--- config.mk ---
export PLATFORM = sky130hd
export DESIGN_NAME = dds_texture_stream_parser
export DESIGN_NICKNAME = d
export VERILOG_FILES = /design/src/design/dtsp_pkg.sv /design/src/design/dtsp_ctrl.sv /design/src/design/dtsp_dp.sv /design/src/design/dds_texture_stream_parser.sv
export SDC_FILE = /design/constraint.sdc
export NUM_CORES = 2
export LEC_CHECK = 0
export BUFFER_PORTS_ARGS = -buffer_cell sky130_fd_sc_hd__buf_2
export CAP_MARGIN = 20
export CORE_MARGIN = 3
export CORE_UTILIZATION = 40
export DETAILED_ROUTE_END_ITERATION = 7
export GPL_TIMING_DRIVEN = 0
export PLACE_DENSITY_LB_ADDON = 0.12
export SYNTH_ARGS = -nofsm -noshare
export SYNTH_HDL_FRONTEND = slang
export SYNTH_SLANG_ARGS = --single-unit
--- constraint.sdc ---
create_clock -name clk_i -period 20.9 [get_ports clk_i]
set_clock_uncertainty 0.15 [all_clocks]
set_input_delay 2.09 -clock clk_i [delete_from_list [all_inputs] [get_ports clk_i]]
set_output_delay 2.09 -clock clk_i [all_outputs]
set_load 0.02 [all_outputs]
--- src/design/dtsp_pkg.sv ---
package dtsp_pkg;

  typedef struct packed {
    logic [7:0] data_byte;
    logic       last_byte;
  } in_item_t;

  typedef struct packed {
    logic        item_kind;
    logic [31:0] payload_word;
    logic [31:0] tex_width;
    logic [31:0] tex_height;
    logic [31:0] mip_levels;
    logic [2:0]  tex_format;
    logic [63:0] chain_bytes;
    logic [2:0]  load_status;
    logic        last_item;
  } out_item_t;

  typedef enum logic [2:0] {
    ST_IDLE,
    ST_MUL,
    ST_ACC,
    ST_FLUSH,
    ST_DESC
  } state_e;

  typedef struct packed {
    logic take_byte;
    logic walk_mul;
    logic walk_acc;
    logic load_word;
    logic load_part;
    logic load_desc;
    logic clear;
  } cmd_t;

  typedef struct packed {
    logic walk_trig;
    logic walk_last;
    logic emit_word;
    logic partial;
  } stat_t;

  localparam logic [31:0] MagicDds = 32'h2053_4444;
  localparam logic [31:0] FccDxt1  = 32'h3154_5844;
  localparam logic [31:0] FccDxt3  = 32'h3354_5844;
  localparam logic [31:0] FccDxt5  = 32'h3554_5844;
  localparam logic [31:0] FccAti1  = 32'h3149_5441;
  localparam logic [31:0] FccAti2  = 32'h3249_5441;
  localparam logic [31:0] FccDx10  = 32'h3031_5844;
  localparam logic [31:0] HdrSize  = 32'd124;

  localparam logic [31:0] DXGI_BC1      = 32'd71;
  localparam logic [31:0] DXGI_BC2      = 32'd74;
  localparam logic [31:0] DXGI_BC3      = 32'd77;
  localparam logic [31:0] DXGI_BC4      = 32'd80;
  localparam logic [31:0] DXGI_BC5      = 32'd83;
  localparam logic [31:0] DXGI_BC7      = 32'd98;
  localparam logic [31:0] DXGI_BC7_SRGB = 32'd99;

  localparam logic [7:0] HdrEnd  = 8'd128;
  localparam logic [7:0] DxgiEnd = 8'd132;
  localparam logic [7:0] Dx10End = 8'd148;

  localparam logic [2:0] FMT_RGBA8 = 3'd0;
  localparam logic [2:0] FMT_BC1   = 3'd1;
  localparam logic [2:0] FMT_BC2   = 3'd2;
  localparam logic [2:0] FMT_BC3   = 3'd3;
  localparam logic [2:0] FMT_BC4   = 3'd4;
  localparam logic [2:0] FMT_BC5   = 3'd5;
  localparam logic [2:0] FMT_BC7   = 3'd6;

  localparam logic [2:0] STS_OK       = 3'd0;
  localparam logic [2:0] STS_SHORT    = 3'd1;
  localparam logic [2:0] STS_MAGIC    = 3'd2;
  localparam logic [2:0] STS_HEADER   = 3'd3;
  localparam logic [2:0] STS_UNSUPP   = 3'd4;

  localparam logic KIND_PAYLOAD = 1'b0;
  localparam logic KIND_DESC    = 1'b1;

endpackage

--- src/design/dtsp_ctrl.sv ---
module dtsp_ctrl (
  input  logic           clk_i,
  input  logic           rst_ni,
  input  logic           in_valid_i,
  output logic           in_ready_o,
  input  logic           in_last_i,
  output logic           out_valid_o,
  input  logic           out_ready_i,
  input  dtsp_pkg::stat_t stat_i,
  output dtsp_pkg::cmd_t  cmd_o
);
  import dtsp_pkg::*;

  state_e state_q, state_d;
  logic   last_q, last_d;
  logic   out_valid_q, out_valid_d;
  logic   slot_free;
  logic   loading;

  assign slot_free = !out_valid_q || out_ready_i;
  assign out_valid_o = out_valid_q;

  always_ff @(posedge clk_i or negedge rst_ni) begin
    if (!rst_ni) begin
      state_q     <= ST_IDLE;
      last_q      <= 1'b0;
      out_valid_q <= 1'b0;
    end else begin
      state_q     <= state_d;
      last_q      <= last_d;
      out_valid_q <= out_valid_d;
    end
  end

  always_comb begin
    state_d    = state_q;
    last_d     = last_q;
    cmd_o      = '0;
    in_ready_o = 1'b0;
    case (state_q)
      ST_IDLE: begin
        in_ready_o = slot_free;
        if (in_valid_i && slot_free) begin
          cmd_o.take_byte = 1'b1;
          cmd_o.load_word = stat_i.emit_word;
          last_d = in_last_i;
          if (stat_i.walk_trig) begin
            state_d = ST_MUL;
          end else if (in_last_i) begin
            state_d = ST_FLUSH;
          end
        end
      end
      ST_MUL: begin
        cmd_o.walk_mul = 1'b1;
        state_d = ST_ACC;
      end
      ST_ACC: begin
        cmd_o.walk_acc = 1'b1;
        if (stat_i.walk_last) begin
          state_d = last_q ? ST_FLUSH : ST_IDLE;
        end else begin
          state_d = ST_MUL;
        end
      end
      ST_FLUSH: begin
        // pending partial word goes out ahead of the descriptor
        if (!stat_i.partial) begin
          state_d = ST_DESC;
        end else if (slot_free) begin
          cmd_o.load_part = 1'b1;
          state_d = ST_DESC;
        end
      end
      ST_DESC: begin
        if (slot_free) begin
          cmd_o.load_desc = 1'b1;
          cmd_o.clear = 1'b1;
          last_d = 1'b0;
          state_d = ST_IDLE;
        end
      end
      default: state_d = ST_IDLE;
    endcase
  end

  assign loading = cmd_o.load_word || cmd_o.load_part || cmd_o.load_desc;

  always_comb begin
    out_valid_d = out_valid_q;
    if (loading) begin
      out_valid_d = 1'b1;
    end else if (out_ready_i) begin
      out_valid_d = 1'b0;
    end
  end

endmodule

--- src/design/dtsp_dp.sv ---
module dtsp_dp (
  input  logic                clk_i,
  input  logic                rst_ni,
  input  dtsp_pkg::in_item_t  in_data_i,
  input  dtsp_pkg::cmd_t      cmd_i,
  output dtsp_pkg::stat_t     stat_o,
  output dtsp_pkg::out_item_t out_data_o
);
  import dtsp_pkg::*;

  logic [7:0]  off_q;
  logic [31:0] asm_q;
  logic [31:0] size_q, height_q, width_q, mips_q, fourcc_q;
  logic        pf_rgb_q, pf_fcc_q, bits_ok_q, r_ok_q, g_ok_q, b_ok_q, a_ok_q;
  logic [2:0]  fmt_q, status_q;
  logic [63:0] chain_q, pe_q;
  logic [31:0] lw_q, lh_q, rem_q;
  logic [63:0] prod_q;
  out_item_t   out_q, out_d;

  logic        hdr_phase, legacy, dx10, pay_ok, lane3;
  logic [1:0]  ins_lane;
  logic [31:0] asm_new;
  logic [4:0]  word_idx;
  logic        trig;
  logic [2:0]  dec_fmt, dec_status;
  logic [7:0]  start;
  logic [31:0] opa, opb;
  logic [32:0] bw_sum, bh_sum;
  logic [30:0] bw, bh;
  logic [63:0] lb, addend;
  logic [64:0] sum;
  logic [1:0]  sh;
  logic        one_by_one;
  logic [2:0]  desc_st;
  logic        desc_dx;
  logic        decided;

  assign hdr_phase = (off_q < HdrEnd) || (chain_q == '0 && off_q < DxgiEnd);
  assign ins_lane  = hdr_phase ? off_q[1:0] : pe_q[1:0];
  assign lane3     = (off_q[1:0] == 2'd3);
  assign word_idx  = off_q[6:2] - 5'd1;
  assign decided   = (status_q == STS_OK) && (chain_q != '0);

  always_comb begin
    asm_new = asm_q;
    for (int i = 0; i < 4; i++) begin
      if (ins_lane == 2'(i)) asm_new[8*i +: 8] = in_data_i.data_byte;
    end
  end

  assign legacy = pf_rgb_q && bits_ok_q && r_ok_q && g_ok_q && b_ok_q && a_ok_q;
  assign dx10   = !legacy && pf_fcc_q && (fourcc_q == FccDx10);
  assign start  = dx10 ? Dx10End : HdrEnd;
  assign pay_ok = (status_q == STS_OK) && !hdr_phase && (chain_q != '0) &&
                  (off_q >= start) && (pe_q < chain_q);

  // magic check, then format decision at the end of the header or of the extended header
  always_comb begin
    trig       = 1'b0;
    dec_fmt    = FMT_RGBA8;
    dec_status = status_q;
    if (status_q == STS_OK && hdr_phase && lane3) begin
      if (off_q == 8'd3) begin
        if (asm_new != MagicDds) dec_status = STS_MAGIC;
      end else if (off_q == HdrEnd - 8'd1) begin
        if (size_q != HdrSize || width_q == '0 || height_q == '0) begin
          dec_status = STS_HEADER;
        end else if (legacy) begin
          trig = 1'b1;
        end else if (!pf_fcc_q) begin
          dec_status = STS_UNSUPP;
        end else begin
          trig = 1'b1;
          case (fourcc_q)
            FccDxt1: dec_fmt = FMT_BC1;
            FccDxt3: dec_fmt = FMT_BC2;
            FccDxt5: dec_fmt = FMT_BC3;
            FccAti1: dec_fmt = FMT_BC4;
            FccAti2: dec_fmt = FMT_BC5;
            FccDx10: trig = 1'b0;
            default: begin
              trig = 1'b0;
              dec_status = STS_UNSUPP;
            end
          endcase
        end
      end else if (off_q >= HdrEnd) begin
        trig = 1'b1;
        case (asm_new)
          DXGI_BC1: dec_fmt = FMT_BC1;
          DXGI_BC2: dec_fmt = FMT_BC2;
          DXGI_BC3: dec_fmt = FMT_BC3;
          DXGI_BC4: dec_fmt = FMT_BC4;
          DXGI_BC5: dec_fmt = FMT_BC5;
          DXGI_BC7, DXGI_BC7_SRGB: dec_fmt = FMT_BC7;
          default: begin
            trig = 1'b0;
            dec_status = STS_UNSUPP;
          end
        endcase
      end
    end
  end

  // level size: block counts or texels, times bytes per unit
  assign bw_sum = {1'b0, lw_q} + 33'd3;
  assign bh_sum = {1'b0, lh_q} + 33'd3;
  assign bw = (bw_sum[32:2] == '0) ? 31'd1 : bw_sum[32:2];
  assign bh = (bh_sum[32:2] == '0) ? 31'd1 : bh_sum[32:2];
  assign opa = (fmt_q == FMT_RGBA8) ? lw_q : {1'b0, bw};
  assign opb = (fmt_q == FMT_RGBA8) ? lh_q : {1'b0, bh};

  always_comb begin
    case (fmt_q)
      FMT_RGBA8:        sh = 2'd2;
      FMT_BC1, FMT_BC4: sh = 2'd3;
      default:          sh = 2'd0;
    endcase
  end

  always_comb begin
    case (sh)
      2'd2:    lb = (prod_q[63:62] != '0) ? '1 : {prod_q[61:0], 2'b0};
      2'd3:    lb = (prod_q[63:61] != '0) ? '1 : {prod_q[60:0], 3'b0};
      default: lb = (prod_q[63:60] != '0) ? '1 : {prod_q[59:0], 4'b0};
    endcase
  end

  assign one_by_one = (lw_q == 32'd1) && (lh_q == 32'd1);

  // at 1x1 every remaining level has the same size
  always_comb begin
    if (one_by_one) begin
      case (sh)
        2'd2:    addend = {30'd0, rem_q, 2'b0};
        2'd3:    addend = {29'd0, rem_q, 3'b0};
        default: addend = {28'd0, rem_q, 4'b0};
      endcase
    end else begin
      addend = lb;
    end
  end

  assign sum = {1'b0, chain_q} + {1'b0, addend};

  assign stat_o.walk_trig = trig;
  assign stat_o.walk_last = one_by_one || (rem_q == 32'd1);
  assign stat_o.emit_word = pay_ok && (pe_q[1:0] == 2'd3);
  assign stat_o.partial   = decided && (pe_q[1:0] != 2'd0);

  function automatic logic [31:0] swz(input logic [31:0] w, input logic [2:0] f);
    if (f == FMT_RGBA8) return {w[31:24], w[7:0], w[15:8], w[23:16]};
    return w;
  endfunction

  // descriptor status
  always_comb begin
    desc_dx = (status_q == STS_OK || status_q == STS_UNSUPP) && (off_q >= HdrEnd) && dx10;
    desc_st = status_q;
    if (off_q < HdrEnd || (desc_dx && off_q < Dx10End)) begin
      desc_st = STS_SHORT;
    end else if (status_q == STS_OK && (chain_q == '0 || pe_q < chain_q)) begin
      desc_st = STS_SHORT;
    end
  end

  always_ff @(posedge clk_i or negedge rst_ni) begin
    if (!rst_ni) begin
      off_q     <= '0;
      asm_q     <= '0;
      size_q    <= '0;
      height_q  <= '0;
      width_q   <= '0;
      mips_q    <= '0;
      fourcc_q  <= '0;
      pf_rgb_q  <= 1'b0;
      pf_fcc_q  <= 1'b0;
      bits_ok_q <= 1'b0;
      r_ok_q    <= 1'b0;
      g_ok_q    <= 1'b0;
      b_ok_q    <= 1'b0;
      a_ok_q    <= 1'b0;
      fmt_q     <= '0;
      status_q  <= '0;
      chain_q   <= '0;
      pe_q      <= '0;
      lw_q      <= '0;
      lh_q      <= '0;
      rem_q     <= '0;
    end else if (cmd_i.clear) begin
      off_q     <= '0;
      asm_q     <= '0;
      size_q    <= '0;
      height_q  <= '0;
      width_q   <= '0;
      mips_q    <= '0;
      fourcc_q  <= '0;
      pf_rgb_q  <= 1'b0;
      pf_fcc_q  <= 1'b0;
      bits_ok_q <= 1'b0;
      r_ok_q    <= 1'b0;
      g_ok_q    <= 1'b0;
      b_ok_q    <= 1'b0;
      a_ok_q    <= 1'b0;
      fmt_q     <= '0;
      status_q  <= '0;
      chain_q   <= '0;
      pe_q      <= '0;
      lw_q      <= '0;
      lh_q      <= '0;
      rem_q     <= '0;
    end else if (cmd_i.take_byte) begin
      if (off_q != 8'hff) off_q <= off_q + 8'd1;
      status_q <= dec_status;
      if (status_q == STS_OK && hdr_phase) begin
        asm_q <= trig ? 32'd0 : asm_new;
        if (lane3 && off_q != 8'd3 && off_q < HdrEnd) begin
          case (word_idx)
            5'd0:  size_q   <= asm_new;
            5'd2:  height_q <= asm_new;
            5'd3:  width_q  <= asm_new;
            5'd6:  mips_q   <= asm_new;
            5'd19: begin
              pf_rgb_q <= asm_new[6];
              pf_fcc_q <= asm_new[2];
            end
            5'd20: fourcc_q  <= asm_new;
            5'd21: bits_ok_q <= (asm_new == 32'd32);
            5'd22: r_ok_q    <= (asm_new == 32'h00ff_0000);
            5'd23: g_ok_q    <= (asm_new == 32'h0000_ff00);
            5'd24: b_ok_q    <= (asm_new == 32'h0000_00ff);
            5'd25: a_ok_q    <= (asm_new == 32'hff00_0000);
            default: ;
          endcase
        end
        if (trig) begin
          fmt_q   <= dec_fmt;
          lw_q    <= width_q;
          lh_q    <= height_q;
          rem_q   <= (mips_q == '0) ? 32'd1 : mips_q;
          chain_q <= '0;
        end
      end else if (pay_ok) begin
        asm_q <= (pe_q[1:0] == 2'd3) ? 32'd0 : asm_new;
        pe_q  <= pe_q + 64'd1;
      end
    end else if (cmd_i.walk_acc) begin
      chain_q <= sum[64] ? '1 : sum[63:0];
      lw_q    <= (lw_q[31:1] == '0) ? 32'd1 : {1'b0, lw_q[31:1]};
      lh_q    <= (lh_q[31:1] == '0) ? 32'd1 : {1'b0, lh_q[31:1]};
      rem_q   <= rem_q - 32'd1;
    end
  end

  always_ff @(posedge clk_i) begin
    if (cmd_i.walk_mul) prod_q <= opa * opb;
  end

  always_comb begin
    out_d = '0;
    if (cmd_i.load_desc) begin
      out_d.item_kind   = KIND_DESC;
      out_d.load_status = desc_st;
      out_d.last_item   = 1'b1;
      if (decided) begin
        out_d.tex_width   = width_q;
        out_d.tex_height  = height_q;
        out_d.mip_levels  = (mips_q == '0) ? 32'd1 : mips_q;
        out_d.tex_format  = fmt_q;
        out_d.chain_bytes = chain_q;
      end
    end else begin
      out_d.item_kind    = KIND_PAYLOAD;
      out_d.payload_word = swz(cmd_i.load_word ? asm_new : asm_q, fmt_q);
    end
  end

  always_ff @(posedge clk_i) begin
    if (cmd_i.load_word || cmd_i.load_part || cmd_i.load_desc) out_q <= out_d;
  end

  assign out_data_o = out_q;

endmodule

--- src/design/dds_texture_stream_parser.sv ---
// texture file parser: bytes of one file enter on the in channel, one per request,
// with last_byte set on the final byte of the file.
// the out channel carries 32-bit payload words (first byte in the low bits, argb
// swizzled to rgba for rgba8) and, after the final byte, one descriptor with last_item set.
// a byte is taken per cycle while the output register drains; a byte that yields
// a payload word shows it on the next cycle.
// after the header (byte 127, or byte 131 for an extended header) the mip chain
// size walk runs on a shared 32x32 multiplier, a multiply then an accumulate state
// per level, at most 32 levels (walk stops at 1x1), during which no byte is taken.
// after the final byte: a flush state that also loads a pending partial word, then
// a descriptor state, each loading only into a free output slot; then the next file.
// a stalled receiver holds the output register and the input stops with it.
// reset clears all parse state; the next byte is taken as the start of a file.
module dds_texture_stream_parser (
  input  logic                clk_i,
  input  logic                rst_ni,
  input  logic                in_valid_i,
  output logic                in_ready_o,
  input  dtsp_pkg::in_item_t  in_data_i,
  output logic                out_valid_o,
  input  logic                out_ready_i,
  output dtsp_pkg::out_item_t out_data_o
);
  import dtsp_pkg::*;

  cmd_t  cmd;
  stat_t stat;

  dtsp_ctrl u_ctrl (
    .clk_i       (clk_i),
    .rst_ni      (rst_ni),
    .in_valid_i  (in_valid_i),
    .in_ready_o  (in_ready_o),
    .in_last_i   (in_data_i.last_byte),
    .out_valid_o (out_valid_o),
    .out_ready_i (out_ready_i),
    .stat_i      (stat),
    .cmd_o       (cmd)
  );

  dtsp_dp u_dp (
    .clk_i      (clk_i),
    .rst_ni     (rst_ni),
    .in_data_i  (in_data_i),
    .cmd_i      (cmd),
    .stat_o     (stat),
    .out_data_o (out_data_o)
  );

endmodule
==> results by group <==
Status
  – Run status: completed

Clocking
  – Post-cts gate resize count: 0
  – Post-CTS setup buffer count: 0
  – Clk sinks: 705
  – Clock Tree Root: clkbuf_16
  – H-tree levels: 3
  – CTS tree: built
  – CTS Buffer Depth: 3
  – Clk_lat worst skew: 730 ps
  – Post-CTS Hold Buffers: 0
  – Clk slew on worst S/H paths: 60 ps
  – Cts bufs inserted: 83

Layout
  – Fraction of layout cells with a size suffix above 1: 6.21%
  – Util after Layout: 44.9%
  – Synthesis-to-finish area growth: 10.8%
  – Fin area: 79,600 µm²
  – Layout Nets: 9,776

Detailed routing
  – WL/cell: 28.2 µm
  – Via count: 63,051
  – First DRT Iteration DRCs: 6,487
  – Detail Route Antenna Nets: 0
  – Drt via density: 5.79
  – Drt pass-1 iters: 6
  – Total Wirelength: 307 mm
  – Post-route DRC: 0

Synthesis
  – Ys Warns: 0
  – Flops & latches, synth: 705
  – Post-Syn Instances: 8,111
  – Sequential element share of the synthesized area: 26.4%
  – Post-synth EDFFs: 263
  – FFs w/ async S/R, synth: 62.7%
  – Top cells by area, synth: fa_1 25%, dfrtp_1 15%, edfxtp_1 11%, ha_1 6.9%, nand2_1 5.8%
  – Post-synthesis cell area: 71,900 µm²
  – Synth unique cells: 90
  – Mean area per synthesized cell: 8.86 µm²
  – Main synth FF type: dfrtp_1
  – Top-area cell type share of the netlist area: 25.0%
  – Syn_nets: 9,419
  – Synth area leader: fa_1

Worst setup path
  – Worst Setup Start Kind: register
  – CP dominant cell by count: fa_1
  – Critical Path AT: 13,850 ps
  – CP Buf/Inv Count: 5
  – R2r setup slk: 7300 ps
  – Top delay family on crit path: adder cells
  – Worst path max stage delay: 960 ps
  – R2R cell count: 35
  – Crit. End Element: register
  – Worst Setup SP: u_dp.lw_q[4]
  – CP Max Fanout: 10
  – Crit path capture: u_dp.prod_q[57]
  – Reg2reg start: u_dp.lw_q[4]
  – CP Depth: 35
  – Critical path class: reg2reg
  – Critical Path RT: 21,150 ps
  – Critical-path top delay cell: clkbuf_1
  – FF-to-FF End: u_dp.prod_q[57]

Global routing
  – Grt total ovfl: 0
  – GRT Resource Usage Total: 33.0%
  – GR Layer Usage met3: 5.69%
  – Global-route wire length before repair: 445 mm
  – Largest net degree at the start of global routing: 118
  – Vias in the first global route: 63,263
  – GR Util met2: 52.8%
  – Routing usage on met1: 43.7%
  – Most used routing layer: met2
  – Antenna violations before repair: 28

Power
  – P_sw: 7.59 mW
  – P per Cell Area: 170 nW/µm²
  – Max VDD drop: 0.249 mV
  – P_leak: 36.1 nW
  – Logic pwr share: 70.0%
  – PnR Total Power: 13.5 mW
  – Clock network power share: 11.0%
  – Sw Share: 56.2%
  – Internal power: 5.92 mW
  – Sequential power share: 19.0%

Place
  – Buffers added on ports: 211
  – Pre-CTS setup slack: 7630 ps
  – Gpl congestion: 1.01
  – Final HPWL DP: 252 mm
  – Post-DP Area: 76,800 µm²

Flow run
  – Max_cap viols: 0

Min path
  – HP Class: reg2reg
  – Hold Startpoint: u_dp.size_q[2]

STA
  – RSZ-0062 raised after global routing: false
  – Final setup vio count: 0
  – Slew HR: 8.29%
  – Slew @ Worst Pin: 1380 ps
  – Fin Setup TNS: 0 ps
  – Final Hold Vio Count: 0
  – Worst Slack Setup Final: 7300 ps
  – Pins over their slew limit: 0
  – Final period util: 65.1%
  – Fmax achieved: 0.0736 GHz
  – Final min period: 13,600 ps

Floorplanning
  – Die footprint: 185,000 µm²
  – Initial core utilization: 40.5%
  – I/O pins: 215
  – Die width: 430 µm
  – Chip height: 430 µm
  – CORE AREA: 177,000 µm²
  – Row cnt: 154
-- worst min-delay path, stage by stage, from the launching register on --
cell and delay, ps:
dfrtp_1 340, nand2_1 40, o21ai_0 60
-- stage by stage --
step           std cells  hold WS [ps]
2_1_floorplan       8111           291
3_3_place_gp       10662           305
3_5_place_dp       10719           321
6_report           10886           332
5_1_grt            10878           363
4_1_cts            10874           334
-- power by group through the flow --
stage                     clock, mW  combinational (mW)  sequential [mW]
after floorplan                   0                5.61             2.38
after global placement            0                9.03             2.60
after detailed placement          0                9.17             2.57
after CTS                      1.52                9.23             2.55
after global routing           1.57                10.3             2.59
final                          1.49                9.46             2.56
-- cell type report --
class                           count  area (µm²)
Antenna cell                        8        20.0
Buffer                            523        2050
Clock buffer                      113        2250
Clock inverter                     42         517
Fill cell                       17805       97700
Inverter                          962        3610
Multi-Input combinational cell   5921       47300
Sequential cell                   705       19000
Tap cell                         2340        2930
Timing Repair Buffer              272        1920
-- cells by family (layout without fill, tap and decap cells) --
kind of cell / after synthesis / count (layout) / synth area share [%]
AND/OR/NAND/NOR: 2961 / 2961 / 18.5
AO/OA/AOI/OAI: 1413 / 1413 / 12.1
multiplexers: 64 / 64 / 0.935
XOR/XNOR: 188 / 188 / 2.29
flip-flops: 705 / 705 / 26.4
other: 0 / 8 / 0
buffers and inverters: 1485 / 1912 / 7.87
adder cells (fa/ha/maj): 1295 / 1295 / 31.9
-- flip-flops by register name, summed over array words and instances, names as in the netlist, 64 cells and up --
signal and count:
u_dp.out_data_o 199, u_dp.chain_q 64, u_dp.pe_q 64, u_dp.prod_q 64
-- how the worst min path moves through the flow --
stage | endpoint | cells past startpoint
2_1_floorplan | u_dp.fourcc_q[27] | 2
3_3_place_gp | u_dp.fourcc_q[7] | 2
3_5_place_dp | u_dp.size_q[2] | 2
4_1_cts | u_dp.size_q[2] | 2
5_1_grt | u_dp.size_q[9] | 2
6_report | u_dp.size_q[2] | 2
-- routing by layer --
layer  share of wire, %  vias to the layer above  wire [µm]
li1                   -                    27463          -
met1                 41                    31778     125000
met2                 45                     3107     139000
met3                8.3                      695      25400
met4                5.6                        8      17200
met5              0.018                        -         56
-- layout by cell type, fill, tap and decap left out, types with 130 or more instances in the layout --
master       n
nor2_1     909
ha_1       398
nor3_1     168
dfrtp_1    442
fa_1       897
inv_1      961
edfxtp_1   263
o21ai_0    463
nand3_1    130
and2_1     145
clkbuf_1   489
a21oi_1    294
buf_2      238
nand2_1   1103
-- synth_stat cells, types with 13 or more instances --
library cell,number
a211oi_1,80
a21oi_1,296
buf_1,22
inv_1,961
nand3_1,130
fa_1,897
a31oi_1,37
nand2b_1,53
a21o_1,90
clkbuf_1,466
a22oi_1,18
nor3_1,168
o21a_1,28
or3_1,19
or2_2,36
xor2_1,97
a22o_1,22
nor2_1,909
ha_1,398
nand3b_1,13
mux2_2,20
and3_1,104
nand2_1,1103
o211ai_1,67
a211o_1,17
nor4_1,101
mux2i_1,42
edfxtp_1,263
nor2b_1,34
dfrtp_1,442
and2_1,145
buf_2,25
o21ai_0,464
o21ai_1,41
o22ai_1,62
o31ai_1,50
nand4_1,86
and4_1,16
xnor2_1,91
o21bai_1,29
Power figures use the tool's default switching activity.
